===== src/hw/rtl/u16u8_pkg.sv =====
`default_nettype none

package u16u8_pkg;

	// Counter width of the byte count
	localparam int COUNT_WIDTH = 24;

	// Widths of the register and result fields
	localparam int CAP_W   = 24;
	localparam int TOTAL_W = 24;
	localparam int UNIT_W  = 16;
	localparam int BYTE_W  = 8;

	// Compare width: wide enough for counter or capacity plus a short code point
	localparam int SUM_W = ((COUNT_WIDTH > CAP_W) ? COUNT_WIDTH : CAP_W) + 1;
	localparam logic [SUM_W-1:0] COUNT_MAX =
		SUM_W'((64'd1 << COUNT_WIDTH) - 64'd1);
	localparam logic [SUM_W-1:0] TOTAL_MAX =
		SUM_W'((64'd1 << TOTAL_W) - 64'd1);

	// Code point, sequence length and byte index widths
	localparam int CP_W  = 21;
	localparam int LEN_W = 3;
	localparam int IDX_W = 2;
	localparam int HIGH_W = 10;

	// Configuration port
	localparam int CFG_IDX_W  = 1;
	localparam int CFG_DATA_W = 24;
	localparam logic [CFG_IDX_W-1:0] REG_CAPACITY   = 1'd0;
	localparam logic [CFG_IDX_W-1:0] REG_QUERY_ONLY = 1'd1;

	// Job queue between front and back
	localparam int QUEUE_DEPTH = 4;
	localparam int QPTR_W = $clog2(QUEUE_DEPTH);
	localparam int QCNT_W = $clog2(QUEUE_DEPTH + 1);

	// Surrogate ranges and sequence lengths
	localparam logic [UNIT_W-1:0] HIGH_FIRST = 16'hD800;
	localparam logic [UNIT_W-1:0] HIGH_LAST  = 16'hDBFF;
	localparam logic [UNIT_W-1:0] LOW_FIRST  = 16'hDC00;
	localparam logic [UNIT_W-1:0] LOW_LAST   = 16'hDFFF;
	localparam logic [CP_W-1:0]   SUPP_BASE  = 21'h10000;
	localparam logic [LEN_W-1:0]  LEN_1 = 3'd1;
	localparam logic [LEN_W-1:0]  LEN_2 = 3'd2;
	localparam logic [LEN_W-1:0]  LEN_3 = 3'd3;
	localparam logic [LEN_W-1:0]  LEN_4 = 3'd4;

	// Work handed from front to back: up to two code points and a summary
	typedef struct packed {
		logic                a_en;       // lone held high surrogate, 3 bytes
		logic [HIGH_W-1:0]   a_bits;
		logic                b_en;       // current code point
		logic [CP_W-1:0]     b_cp;
		logic [LEN_W-1:0]    b_len;
		logic                sum_en;     // end-of-string summary
		logic                sum_status;
		logic [TOTAL_W-1:0]  sum_total;
	} job_t;

	// Back end position within a job
	typedef enum logic [1:0] {
		PH_A,
		PH_B,
		PH_SUM
	} phase_t;

	// UTF-8 length of a BMP code unit
	function automatic logic [LEN_W-1:0] unit_len(input logic [UNIT_W-1:0] u);
		logic [LEN_W-1:0] n;
		if (u <= 16'h007F) begin
			n = LEN_1;
		end else if (u <= 16'h07FF) begin
			n = LEN_2;
		end else begin
			n = LEN_3;
		end
		return n;
	endfunction

	// Byte idx of the n-byte UTF-8 sequence of cp
	function automatic logic [BYTE_W-1:0] utf8_byte(input logic [CP_W-1:0] cp,
			input logic [LEN_W-1:0] n, input logic [IDX_W-1:0] idx);
		logic [BYTE_W-1:0] b;
		b = 8'h00;
		case (n)
			LEN_1: b = cp[7:0];
			LEN_2: begin
				case (idx)
					2'd0:    b = 8'hC0 | {3'b000, cp[10:6]};
					default: b = 8'h80 | {2'b00, cp[5:0]};
				endcase
			end
			LEN_3: begin
				case (idx)
					2'd0:    b = 8'hE0 | {4'b0000, cp[15:12]};
					2'd1:    b = 8'h80 | {2'b00, cp[11:6]};
					default: b = 8'h80 | {2'b00, cp[5:0]};
				endcase
			end
			default: begin
				case (idx)
					2'd0:    b = 8'hF0 | {5'b00000, cp[20:18]};
					2'd1:    b = 8'h80 | {2'b00, cp[17:12]};
					2'd2:    b = 8'h80 | {2'b00, cp[11:6]};
					default: b = 8'h80 | {2'b00, cp[5:0]};
				endcase
			end
		endcase
		return b;
	endfunction

endpackage

`default_nettype wire


===== src/hw/rtl/u16u8_front.sv =====
`default_nettype none

module u16u8_front (
	input  wire logic                          clk,
	input  wire logic                          arst_n,
	input  wire logic                          accept,
	input  wire logic [u16u8_pkg::UNIT_W-1:0]  code_unit,
	input  wire logic                          last_unit,
	input  wire logic [u16u8_pkg::CAP_W-1:0]   capacity,
	input  wire logic                          query_only,
	output u16u8_pkg::job_t                    job,
	output logic                               push
);

	localparam int SW = u16u8_pkg::SUM_W;

	logic [u16u8_pkg::HIGH_W-1:0]      held_bits_q;
	logic                              held_valid_q;
	logic [u16u8_pkg::COUNT_WIDTH-1:0] count_q;
	logic                              ovf_q;

	logic                         is_high, is_low, query;
	logic                         a_pres, b_pair, b_pres, a_adds;
	logic [u16u8_pkg::LEN_W-1:0]  n_b;
	logic [SW-1:0]                cnt_ext, limit, s_a, s_b0, s_b3, s_b, c_a, c_b;
	logic                         emit_a, emit_b, ovf_a, ovf_b;
	logic                         fit_a, fit_b;
	logic [u16u8_pkg::CP_W-1:0]   pair_cp;

	// Classify the unit
	assign is_high = (code_unit >= u16u8_pkg::HIGH_FIRST) && (code_unit <= u16u8_pkg::HIGH_LAST);
	assign is_low  = (code_unit >= u16u8_pkg::LOW_FIRST) && (code_unit <= u16u8_pkg::LOW_LAST);
	assign query   = (capacity == '0) || query_only;

	assign a_pres = held_valid_q && !is_low;
	assign b_pair = held_valid_q && is_low;
	assign b_pres = b_pair || !(is_high && !last_unit);
	assign n_b    = b_pair ? u16u8_pkg::LEN_4 : u16u8_pkg::unit_len(code_unit);

	assign pair_cp = u16u8_pkg::SUPP_BASE + {1'b0, held_bits_q, code_unit[9:0]};

	// Limit is the smaller of capacity and the counter's max
	assign cnt_ext = SW'(count_q);
	assign limit   = (SW'(capacity) < u16u8_pkg::COUNT_MAX) ? SW'(capacity)
	                                                        : u16u8_pkg::COUNT_MAX;

	// Sums for both code points computed side by side
	assign s_a  = cnt_ext + SW'(u16u8_pkg::LEN_3);
	assign s_b0 = cnt_ext + SW'(n_b);
	assign s_b3 = cnt_ext + SW'(n_b + u16u8_pkg::LEN_3);
	assign fit_a = (s_a <= limit);

	// Held lone surrogate
	always_comb begin
		c_a    = cnt_ext;
		ovf_a  = ovf_q;
		emit_a = 1'b0;
		if (a_pres) begin
			if (query) begin
				c_a = (s_a > u16u8_pkg::COUNT_MAX) ? u16u8_pkg::COUNT_MAX : s_a;
			end else if (!ovf_q) begin
				if (fit_a) begin
					c_a    = s_a;
					emit_a = 1'b1;
				end else begin
					ovf_a = 1'b1;
				end
			end
		end
	end

	assign a_adds = a_pres && (query || emit_a);
	assign s_b    = a_adds ? s_b3 : s_b0;
	assign fit_b  = a_adds ? (s_b3 <= limit) : (s_b0 <= limit);

	// Current code point
	always_comb begin
		c_b    = c_a;
		ovf_b  = ovf_a;
		emit_b = 1'b0;
		if (b_pres) begin
			if (query) begin
				c_b = (s_b > u16u8_pkg::COUNT_MAX) ? u16u8_pkg::COUNT_MAX : s_b;
			end else if (!ovf_a) begin
				if (fit_b) begin
					c_b    = s_b;
					emit_b = 1'b1;
				end else begin
					ovf_b = 1'b1;
				end
			end
		end
	end

	// Job for the back end
	always_comb begin
		job.a_en       = emit_a;
		job.a_bits     = held_bits_q;
		job.b_en       = emit_b;
		job.b_cp       = b_pair ? pair_cp : u16u8_pkg::CP_W'(code_unit);
		job.b_len      = n_b;
		job.sum_en     = last_unit;
		job.sum_status = ovf_b;
		if (ovf_b) begin
			job.sum_total = '0;
		end else if (c_b > u16u8_pkg::TOTAL_MAX) begin
			job.sum_total = u16u8_pkg::TOTAL_MAX[u16u8_pkg::TOTAL_W-1:0];
		end else begin
			job.sum_total = c_b[u16u8_pkg::TOTAL_W-1:0];
		end
	end

	assign push = accept && (emit_a || emit_b || last_unit);

	// String state
	always_ff @(posedge clk or negedge arst_n) begin
		if (!arst_n) begin
			held_bits_q  <= '0;
			held_valid_q <= 1'b0;
			count_q      <= '0;
			ovf_q        <= 1'b0;
		end else if (accept) begin
			if (last_unit) begin
				held_bits_q  <= '0;
				held_valid_q <= 1'b0;
				count_q      <= '0;
				ovf_q        <= 1'b0;
			end else begin
				held_valid_q <= is_high;
				if (is_high) begin
					held_bits_q <= code_unit[9:0];
				end
				count_q <= c_b[u16u8_pkg::COUNT_WIDTH-1:0];
				ovf_q   <= ovf_b;
			end
		end
	end

endmodule

`default_nettype wire


===== src/hw/rtl/u16u8_queue.sv =====
`default_nettype none

module u16u8_queue (
	input  wire logic  clk,
	input  wire logic  arst_n,
	input  wire logic  push,
	input  wire u16u8_pkg::job_t wr_data,
	input  wire logic  pop,
	output u16u8_pkg::job_t rd_data,
	output logic       full,
	output logic       empty
);

	u16u8_pkg::job_t                 entry_q [u16u8_pkg::QUEUE_DEPTH];
	logic [u16u8_pkg::QPTR_W-1:0]    wr_ptr_q, rd_ptr_q;
	logic [u16u8_pkg::QCNT_W-1:0]    count_q;
	logic                            do_push, do_pop;

	assign full    = (count_q == u16u8_pkg::QCNT_W'(u16u8_pkg::QUEUE_DEPTH));
	assign empty   = (count_q == '0);
	assign do_push = push && !full;
	assign do_pop  = pop && !empty;
	assign rd_data = entry_q[rd_ptr_q];

	// Storage, no reset
	always_ff @(posedge clk) begin
		if (do_push) begin
			entry_q[wr_ptr_q] <= wr_data;
		end
	end

	// Pointers and fill count
	always_ff @(posedge clk or negedge arst_n) begin
		if (!arst_n) begin
			wr_ptr_q <= '0;
			rd_ptr_q <= '0;
			count_q  <= '0;
		end else begin
			if (do_push) begin
				wr_ptr_q <= (wr_ptr_q == u16u8_pkg::QPTR_W'(u16u8_pkg::QUEUE_DEPTH - 1))
					? '0 : wr_ptr_q + 1'b1;
			end
			if (do_pop) begin
				rd_ptr_q <= (rd_ptr_q == u16u8_pkg::QPTR_W'(u16u8_pkg::QUEUE_DEPTH - 1))
					? '0 : rd_ptr_q + 1'b1;
			end
			if (do_push && !do_pop) begin
				count_q <= count_q + 1'b1;
			end else if (do_pop && !do_push) begin
				count_q <= count_q - 1'b1;
			end
		end
	end

endmodule

`default_nettype wire


===== src/hw/rtl/u16u8_back.sv =====
`default_nettype none

module u16u8_back (
	input  wire logic                           clk,
	input  wire logic                           arst_n,
	input  wire u16u8_pkg::job_t                head,
	input  wire logic                           head_valid,
	output logic                                pop,
	output logic                                out_valid,
	input  wire logic                           out_ready,
	output logic [u16u8_pkg::BYTE_W-1:0]        out_byte,
	output logic                                byte_valid,
	output logic                                summary_valid,
	output logic                                status,
	output logic [u16u8_pkg::TOTAL_W-1:0]       byte_total,
	output logic                                run_end
);

	u16u8_pkg::phase_t               phase_q, phase_d, cur;
	logic [u16u8_pkg::IDX_W-1:0]     idx_q, idx_d;
	logic [u16u8_pkg::LEN_W-1:0]     cur_len;
	logic                            phase_last, job_last, load;
	logic [u16u8_pkg::CP_W-1:0]      a_cp;

	logic [u16u8_pkg::BYTE_W-1:0]    r_byte;
	logic                            r_bv, r_sv, r_st, r_end;
	logic [u16u8_pkg::TOTAL_W-1:0]   r_total;
	logic                            out_valid_q;

	// Skip parts of the job that carry no bytes
	always_comb begin
		case (phase_q)
			u16u8_pkg::PH_A: cur = head.a_en ? u16u8_pkg::PH_A
			                     : (head.b_en ? u16u8_pkg::PH_B : u16u8_pkg::PH_SUM);
			u16u8_pkg::PH_B: cur = head.b_en ? u16u8_pkg::PH_B : u16u8_pkg::PH_SUM;
			default:         cur = u16u8_pkg::PH_SUM;
		endcase
	end

	always_comb begin
		case (cur)
			u16u8_pkg::PH_A: cur_len = u16u8_pkg::LEN_3;
			u16u8_pkg::PH_B: cur_len = head.b_len;
			default:         cur_len = u16u8_pkg::LEN_1;
		endcase
	end

	assign phase_last = (u16u8_pkg::LEN_W'(idx_q) == cur_len - 1'b1);

	always_comb begin
		case (cur)
			u16u8_pkg::PH_A: job_last = phase_last && !head.b_en && !head.sum_en;
			u16u8_pkg::PH_B: job_last = phase_last && !head.sum_en;
			default:         job_last = 1'b1;
		endcase
	end

	assign load = head_valid && (!out_valid_q || out_ready);
	assign pop  = load && job_last;

	// Next position within the job
	always_comb begin
		phase_d = phase_q;
		idx_d   = idx_q;
		if (load) begin
			if (job_last) begin
				phase_d = u16u8_pkg::PH_A;
				idx_d   = '0;
			end else if (phase_last) begin
				phase_d = (cur == u16u8_pkg::PH_A) ? u16u8_pkg::PH_B : u16u8_pkg::PH_SUM;
				idx_d   = '0;
			end else begin
				idx_d = idx_q + 1'b1;
			end
		end
	end

	// Word at the current position
	assign a_cp = {5'b00000, u16u8_pkg::HIGH_FIRST[15:10], head.a_bits};

	always_comb begin
		r_byte  = '0;
		r_bv    = 1'b0;
		r_sv    = 1'b0;
		r_st    = 1'b0;
		r_total = '0;
		r_end   = job_last;
		case (cur)
			u16u8_pkg::PH_A: begin
				r_byte = u16u8_pkg::utf8_byte(a_cp, u16u8_pkg::LEN_3, idx_q);
				r_bv   = 1'b1;
			end
			u16u8_pkg::PH_B: begin
				r_byte = u16u8_pkg::utf8_byte(head.b_cp, head.b_len, idx_q);
				r_bv   = 1'b1;
			end
			default: begin
				r_sv    = 1'b1;
				r_st    = head.sum_status;
				r_total = head.sum_total;
			end
		endcase
	end

	always_ff @(posedge clk or negedge arst_n) begin
		if (!arst_n) begin
			phase_q <= u16u8_pkg::PH_A;
			idx_q   <= '0;
		end else begin
			phase_q <= phase_d;
			idx_q   <= idx_d;
		end
	end

	// Output register
	always_ff @(posedge clk or negedge arst_n) begin
		if (!arst_n) begin
			out_valid_q <= 1'b0;
		end else if (load) begin
			out_valid_q <= 1'b1;
		end else if (out_ready) begin
			out_valid_q <= 1'b0;
		end
	end

	always_ff @(posedge clk) begin
		if (load) begin
			out_byte      <= r_byte;
			byte_valid    <= r_bv;
			summary_valid <= r_sv;
			status        <= r_st;
			byte_total    <= r_total;
			run_end       <= r_end;
		end
	end

	assign out_valid = out_valid_q;

endmodule

`default_nettype wire


===== src/hw/rtl/utf16_to_utf8_transcoder.sv =====
`default_nettype none

// UTF-16 to UTF-8 transcoder. Code units come in one word per cycle on the in
// channel; the front end pairs surrogates, checks each code point against the
// capacity register (or only counts in query mode) and hands the work to a
// 4-entry job queue. The back end sends one result word per cycle while the
// output is ready: one per UTF-8 byte, then a summary word on the last unit of
// a string, with run_end on the last word caused by each input unit. A unit is
// taken every cycle while the queue has room, also while the back end is still
// sending the bytes of earlier units; sustained throughput is set by the
// byte-serial back end at one output word per cycle. Units that yield no word
// (a held high surrogate, a unit in query mode other than the last of a string)
// are not queued. The first word of a unit passes through the job queue and
// then the output register. Write configuration only while idle.
module utf16_to_utf8_transcoder (
	input  wire logic                               clk,
	input  wire logic                               arst_n,
	// Configuration
	input  wire logic                               cfg_we,
	input  wire logic [u16u8_pkg::CFG_IDX_W-1:0]    cfg_index,
	input  wire logic [u16u8_pkg::CFG_DATA_W-1:0]   cfg_data,
	// Input channel
	input  wire logic                               in_valid,
	output logic                                    in_ready,
	input  wire logic [u16u8_pkg::UNIT_W-1:0]       code_unit,
	input  wire logic                               last_unit,
	// Output channel
	output logic                                    out_valid,
	input  wire logic                               out_ready,
	output logic [u16u8_pkg::BYTE_W-1:0]            out_byte,
	output logic                                    byte_valid,
	output logic                                    summary_valid,
	output logic                                    status,
	output logic [u16u8_pkg::TOTAL_W-1:0]           byte_total,
	output logic                                    run_end
);

	logic [u16u8_pkg::CAP_W-1:0] capacity_q;
	logic                        query_only_q;
	logic                        accept, push, pop, full, empty;
	u16u8_pkg::job_t             job, head;

	// Configuration registers
	always_ff @(posedge clk or negedge arst_n) begin
		if (!arst_n) begin
			capacity_q   <= '0;
			query_only_q <= 1'b0;
		end else if (cfg_we) begin
			case (cfg_index)
				u16u8_pkg::REG_CAPACITY:   capacity_q   <= cfg_data[u16u8_pkg::CAP_W-1:0];
				u16u8_pkg::REG_QUERY_ONLY: query_only_q <= cfg_data[0];
				default: ;
			endcase
		end
	end

	assign in_ready = !full;
	assign accept   = in_valid && in_ready;

	u16u8_front u_front (
		.clk        (clk),
		.arst_n     (arst_n),
		.accept     (accept),
		.code_unit  (code_unit),
		.last_unit  (last_unit),
		.capacity   (capacity_q),
		.query_only (query_only_q),
		.job        (job),
		.push       (push)
	);

	u16u8_queue u_queue (
		.clk     (clk),
		.arst_n  (arst_n),
		.push    (push),
		.wr_data (job),
		.pop     (pop),
		.rd_data (head),
		.full    (full),
		.empty   (empty)
	);

	u16u8_back u_back (
		.clk           (clk),
		.arst_n        (arst_n),
		.head          (head),
		.head_valid    (!empty),
		.pop           (pop),
		.out_valid     (out_valid),
		.out_ready     (out_ready),
		.out_byte      (out_byte),
		.byte_valid    (byte_valid),
		.summary_valid (summary_valid),
		.status        (status),
		.byte_total    (byte_total),
		.run_end       (run_end)
	);

endmodule

`default_nettype wire


===== config.mk =====
export PLATFORM = sky130hd
export DESIGN_NAME = utf16_to_utf8_transcoder
export DESIGN_NICKNAME = d
export VERILOG_FILES = /design/src/hw/rtl/u16u8_pkg.sv /design/src/hw/rtl/u16u8_front.sv /design/src/hw/rtl/u16u8_queue.sv /design/src/hw/rtl/u16u8_back.sv /design/src/hw/rtl/utf16_to_utf8_transcoder.sv
export SDC_FILE = /design/constraint.sdc
export NUM_CORES = 1
export LEC_CHECK = 0
export BUFFER_PORTS_ARGS = -buffer_cell sky130_fd_sc_hd__buf_2
export CORE_MARGIN = 1.5
export CORE_UTILIZATION = 34
export DETAILED_ROUTE_END_ITERATION = 10
export GPL_ROUTABILITY_DRIVEN = 0
export PLACE_DENSITY = 0.51
export SKIP_LAST_GASP = 1
export SLEW_MARGIN = 30
export SYNTH_ARGS = -nofsm -noshare
export SYNTH_HDL_FRONTEND = slang
export SYNTH_HIERARCHICAL = 1
export SYNTH_SLANG_ARGS = --single-unit
export TNS_END_PERCENT = 20

===== constraint.sdc =====
create_clock -name clk -period 10.8 [get_ports clk]
set_clock_uncertainty 0.1 [all_clocks]
set_input_delay 0 -clock clk [delete_from_list [all_inputs] [get_ports clk]]
set_output_delay 0 -clock clk [all_outputs]
set_load 0.01 [all_outputs]

==> Yosys cells after proc, flatten, opt, wreduce, memory -nomap -nowiden <==
Memory sizes are Yosys's and may differ from the RTL's.
Cells that the tools add are included.
{ "totals": {"romBits": 0, "latch_bits": 0, "reg_bits": 109, "mem_bits_rw": 248, "inputBits": 47, "memories": 1} }
{ "op_classes": {"bitwise_logic": 1, "n_addsub": 11, "mux": 66, "shift": 0, "div": 0, "eq_ne": 11, "n_reduce_logical": 47, "magnitude_cmp": 13, "mul": 0} }
{ "mem_list": {"columns": ["memory", "depth", "width", "rd", "rd_ports_with_merged_regs", "write_ports", "line", "text"], "rows": [
  ["u_queue.entry_q", 4, 62, 1, 0, 1, "u16u8_queue.sv:14", "u16u8_pkg::job_t entry_q [u16u8_pkg::QUEUE_DEPTH];"]
]} }
{ "ops": {"columns": ["cell", "count"], "rows": [
  ["two-way mux 25 bit", 11],
  ["two-way mux 24 bit", 4],
  ["> comparator 25 x 24 -> 1 bit, second input constant", 3],
  ["<= comparator 25 bit", 3],
  ["greater-or-equal comparator 16 bit, second input constant", 2],
  ["<= comparator 16 bit, second input constant", 2],
  ["case mux 7 bit (2 select lines)", 2],
  ["two-way mux 1 bit", 26],
  ["adder 24 x 2 -> 25 bit, second input constant", 1],
  ["adder 24 x 25 -> 25 bit", 1],
  ["adder 24 x 3 -> 25 bit", 1],
  ["logical NOT 24 bit", 1],
  ["< comparator 24 bit, second input constant", 1],
  ["case mux 8 bit (3 select lines)", 1],
  ["adder 17 x 20 -> 21 bit, first input constant", 1],
  ["two-way mux 21 bit", 1],
  ["case mux 7 bit (3 select lines)", 1],
  ["two-way mux 10 bit", 2],
  ["two-way mux 2 bit", 10],
  ["logical AND 1 bit", 17],
  ["<= comparator 16 x 11 -> 1 bit, second input constant", 1],
  ["<= comparator 16 x 7 -> 1 bit, second input constant", 1],
  ["case mux 8 bit (2 select lines)", 1],
  ["logical NOT 1 bit", 10],
  ["22 further kinds", 45]
]} }

==> Depth between registers and ports, before layout <==
{ "logic_depth": {"word_depth": 22, "mapped_depth": 32} }

==> Cells and area by module <==
The synthesis kept the hierarchy.
{ "by_module_without_submodules": {"columns": ["mod", "area_per_inst_um2", "instances", "cells_each", "seq_area_each_um2"], "rows": [
  ["u16u8_queue", 9377.7, 1, 361, 7622.3],
  ["u16u8_front", 6703.9, 1, 886, 900.9],
  ["u16u8_back", 2268.4, 1, 203, 1206.2],
  ["utf16_to_utf8_transcoder", 1064.8, 1, 58, 625.6]
]} }

==> Worst setup path before layout <==
Ideal clock, no wire load.
{ "synth_path": {"path_kind": "register to register", "startpoint": "register u_front.held_valid_q", "endpoint": "memory u_queue/entry_q[0][0] in the netlist's numbering (enable)", "path_slack_ns": 3.992, "setup_time_ns": 0.427, "path_stages_with_launch": 27, "n_path_buf": 1, "arrival_time_ns": 6.281, "path_cell_list": "dfrtp_1 > nand4_1 > or2_2 > o21ai_0 > ha_1 > inv_1 > ha_1 > inv_1 > fa_1 > inv_1 > a21o_1 > nand3_1 > nor3_1 > nand2_1 > xnor2_1 > ha_1 > a21o_1 > a221oi_1 > o2111ai_1 > nor4_1 > or3_1 > o211ai_2 > nor3_1 > o31a_1 > nor2b_1 > buf_2 > and2_1"} }
{ "synth_between": {"elab_chain_cells": 16} }
{ "synth_lines": {"columns": ["element", "line", "text"], "rows": [
  ["start, declared", "u16u8_front.sv:18", "logic held_valid_q;"],
  ["start signal, assigned", "u16u8_front.sv:129", "held_valid_q <= is_high;"],
  ["logical AND 1 bit", "u16u8_front.sv:36", "assign b_pair = held_valid_q && is_low;"],
  ["two-way mux 3 bit", "u16u8_front.sv:38", "assign n_b = b_pair ? u16u8_pkg::LEN_4 : u16u8_pkg::unit_len(code_unit);"],
  ["adder 3 x 2 -> 4 bit", "u16u8_front.sv:50", "assign s_b3 = cnt_ext + SW'(n_b + u16u8_pkg::LEN_3);"],
  ["adder 24 x 25 -> 25 bit", "u16u8_front.sv:50", null],
  ["<= comparator 25 bit", "u16u8_front.sv:74", "assign fit_b = a_adds ? (s_b3 <= limit) : (s_b0 <= limit);"],
  ["two-way mux 1 bit", "u16u8_front.sv:74", null],
  ["two-way mux 1 bit", "u16u8_front.sv:85", "if (fit_b) begin"],
  ["two-way mux 1 bit", "u16u8_front.sv:84", "end else if (!ovf_a) begin"],
  ["[... 2 more ...]", null, null],
  ["via u_front.emit_b", "u16u8_front.sv:26", "logic emit_a, emit_b, ovf_a, ovf_b;"],
  ["logical OR 1 bit (*) (2 in series)", "u16u8_front.sv:113", "assign push = accept && (emit_a || emit_b || last_unit);"],
  ["logical AND 1 bit (*)", "u16u8_front.sv:113", null],
  ["via push", "utf16_to_utf8_transcoder.sv:40", "logic accept, push, pop, full, empty;"],
  ["logical AND 1 bit (*)", "u16u8_queue.sv:21", "assign do_push = push && !full;"],
  ["via u_queue.do_push", "u16u8_queue.sv:17", "logic do_push, do_pop;"],
  ["two-way mux 1 bit (*)", "u16u8_queue.sv:27", "if (do_push) begin"],
  ["two-way mux 1 bit (implied by the code) (*)", "u16u8_queue.sv:28", "entry_q[wr_ptr_q] <= wr_data;"],
  ["end, declared", "u16u8_queue.sv:14", null]
]} }
The timed path passes the listed nets; every way through them passes the cells marked *.

==> results.md <==
* Area Growth Syn to Fin at 16.0%
* Crit path max fanout at 39
* Max transition margin at 39.5%
* Final hold vios at 0
* Power Density at 284 nW/um2
* M2 GR Usage at 28.5%
* Drt pass-1 iters at 6
* Post-synth EDFFs at 284
* Syn. warnings at 6
* Async SR Flop Fraction at 20.4%
* Synthesized Nets at 1647
* Synth cell types at 98
* Dominant cells by area after synthesis: edfxtp_1, dfrtp_1, mux4_2
* Worst Setup Slack post-DPL at 2.61 ns
* Critical path arrival at 8.22 ns
* Worst path max stage delay at 0.70 ns
* Seq/Total Area, Yosys at 53.3%
* Worst Tran Pin Value at 0.901 ns
* Initial antenna violation count at 1
* Post-CTS Resized at 0
* F_max at 123 MHz
* Chip width at 242 um
* Hold WC Path Type: input port to flop
* HP Start: code_unit[2]
* Largest net degree at the start of global routing at 48
* Slew Limit Fails at 0
* Gate Count Post-Synth at 1508
* Core Footprint at 56400 um2
* Die area at 58500 um2
* Top FF cell, synth: edfxtp_1
* Vias in the first global route at 13100
* Final Critical Period at 8.13 ns
* Nets at 1777
* Clk root buf: clkbuf_16
* Cell count of the worst hold path at 2
* Number of setup buffers added after CTS at 0
* Avg WL per Cell at 22.3 um
* Initial drt markers at 1303
* Cell Area, Synth at 19400 um2
* Reg-to-Reg End: u_queue/entry_q[1][53]$_DFFE_PP_
* CTS Buf Count at 42
* Final WS setup at 2.67 ns
* Max cap viols at 0
* First-pass GRT wire length at 82.5 mm
* Critical Path Start Type: input port
* Met1 usage at 26.7%
* I/O Buffers at 84
* Worst EP required at 10.90 ns
* ANT cells at 0
* Fillers at 5384
* Status: complete, no violations
* FP Rows at 87
* Vias per cell at 5.38
* RSZ-0062 raised after global routing: no
* CTS tree: yes
* Antenna viol nets, final at 0
* Post-DP HPWL at 37.8 mm
* # DRC at 0
* H-tree depth at 2
* Grt total ovfl at 0
* Final worst-path cycle share at 75.3%
* Reg2reg path depth at 27
* CP Class: input port to flop
* Final setup fails at 0
* Tot GR Track Use at 18.4%
* Layout cells sized above 1 at 20.4%
* Syn Area/Cell at 12.9 um2
* Leading area contributor after synthesis: edfxtp_1
* Met3 Usage GRT at 3.06%
* Starting Density at 34.4%
* Final wirelength at 54.1 mm
* Vias at 13100
* Top cell type's share of synthesized area at 43.9%
* Crit-path slowest cell: and2_2
* Die H at 242 um
* Maximum vdd drop at 187 uV
* GRT busiest layer: met2
* CP endpoint kind: flop
* Clock transition at path regs at 0.06 ns
* CTS Buffer Depth at 3
* Critical R2R Launch: u_front/held_valid_q$_DFFE_PN0P_
* Num Clock Sinks at 357
* Hold Crit Endpoint: u_queue/entry_q[0][31]$_DFFE_PP_
* Fin Setup TNS at 0 ns
* #FFs+latches synth at 357
* Worst reg2reg setup slack at 2.72 ns
* Static Leakage at 8.46 nW
* Clk_lat worst skew at 0.58 ns
* I/O Pins at 85
cell families after synthesis:
| kind of cell | Yosys count | share of synthesized area [%] |
|---|---|---|
| AND/OR/NAND/NOR | 401 | 10.9 |
| XOR/XNOR | 76 | 3.43 |
| flip-flops | 357 | 53.3 |
| multiplexers | 109 | 10.3 |
| AO/OA/AOI/OAI | 285 | 11.1 |
| adder cells (fa/ha/maj) | 94 | 6.15 |
| buffers and inverters | 186 | 4.76 |
registers in the layout, summed over array words and instances (netlist names):
signal,count
u_queue/count_q,3
u_back/summary_valid,1
u_front/held_bits_q,10
u_front/held_valid_q,1
u_back/status,1
u_queue/wr_ptr_q,2
u_back/idx_q,2
u_back/out_valid,1
u_back/byte_total,24
u_back/run_end,1
u_back/phase_q,2
u_queue/entry_q,248
u_front/ovf_q,1
query_only_q,1
u_back/out_byte,8
u_front/count_q,24
u_back/byte_valid,1
capacity_q,24
u_queue/rd_ptr_q,2
metrics by stage:
stage	instance area [um2]	utilization, %	hold WS [ns]	total power, W	std cells
after detailed placement	20400	36.2	-0.117	0.00496	2279
after floorplan	19400	-	-0.396	0.00413	1508
after global routing	22500	39.9	0.134	0.00680	2425
final	22500	39.9	0.131	0.00640	2425
after CTS	22500	39.9	0.0970	0.00644	2425
after global placement	20400	36.2	-0.122	0.00494	2278
what timing repair did:
| action | CTS | global route |
|---|---|---|
| endpoints found under the hold margin | 181 | 0 |
| setup endpoints to repair | 0 | 0 |
| hold buffers | 71 | 0 |
worst max-delay path, delay by kind of cell:
family,cells,cell delay [ns]
AOI/OAI and AO/OA,9,2.02
buffers and inverters,6,1.58
xor gates and xnor gates,1,0.22
and+or+nand+nor,8,3.13
adders and majority gates,4,1.21
worst max-delay path by stage:
stage | startpoint | slack, ns | endpoint
after floorplan | u_front/held_valid_q$_DFFE_PN0P_ | 3.99 | u_queue/entry_q[0][0]$_DFFE_PP_
after global placement | code_unit[10] | 2.69 | u_queue/entry_q[0][38]$_DFFE_PP_
after detailed placement | code_unit[10] | 2.61 | u_queue/entry_q[1][54]$_DFFE_PP_
after CTS | u_front/held_valid_q$_DFFE_PN0P_ | 2.66 | u_queue/entry_q[1][40]$_DFFE_PP_
after global routing | u_front/held_valid_q$_DFFE_PN0P_ | 2.05 | u_queue/entry_q[1][53]$_DFFE_PP_
final | code_unit[10] | 2.67 | u_queue/entry_q[1][53]$_DFFE_PP_
report_power, final:
| group | leakage [nW] | internal [W] | switching [W] | total, W |
|---|---|---|---|---|
| clock | 0.680 | 0.000843 | 0.000580 | 0.00142 |
| combinational | 4.23 | 0.00109 | 0.00163 | 0.00273 |
| sequential | 3.54 | 0.00198 | 0.000267 | 0.00225 |
| total | 8.46 | 0.00392 | 0.00248 | 0.00640 |
layer usage:
layer	wire (um)	vias up	part of all wire, %
met2	24300	462	45
met4	1130	0	2.1
met5	0	-	0
met3	3550	74	6.6
li1	-	5982	-
met1	25100	6536	46
cell usage in the layout (no fill, tap or decap), types with 12 or more instances in the layout:
cell,synthesis,final
dlygate4sd3_1,0,70
edfxtp_1,284,284
o21ai_0,34,34
nor3_1,35,35
mux2_2,19,19
nand3_1,33,33
inv_1,97,97
dfrtp_1,73,71
clkbuf_16,0,43
buf_2,26,83
nor4_1,17,16
mux2_4,23,23
a31oi_1,12,12
nand4_1,18,18
o22ai_2,19,19
buf_4,27,20
nor2_1,115,115
mux4_2,62,62
nand2b_1,14,14
xnor2_1,61,61
nand2_1,59,59
xor2_1,15,15
a21oi_1,56,56
o22ai_1,23,23
ha_1,89,89
a21o_1,17,17
and2_1,35,31
nor2b_1,20,19
synthesized netlist by cell type (all sizes together), types with 21 or more instances:
| master | n |
|---|---|
| edfxtp | 284 |
| nor2 | 117 |
| inv | 97 |
| ha | 89 |
| dfrtp | 73 |
| buf | 63 |
| mux4 | 62 |
| xnor2 | 61 |
| nand2 | 60 |
| a21oi | 57 |
| mux2 | 42 |
| o22ai | 42 |
| o21ai | 40 |
| nor3 | 37 |
| and2 | 35 |
| nand3 | 33 |
| clkbuf | 26 |
| nor2b | 21 |
area by class of cell:
class / instances / area, um2 / share of cell area [%]
Sequential cell: 357 / 10400 / 46.0
Inverter: 97 / 364 / 1.62
Clock buffer: 56 / 1170 / 5.22
Clock inverter: 19 / 205 / 0.911
Tap cell: 756 / 946 / 4.20
Timing Repair Buffer: 175 / 1310 / 5.80
Multi-Input combinational cell: 965 / 8160 / 36.2
(Power assumes the default switching activity.)
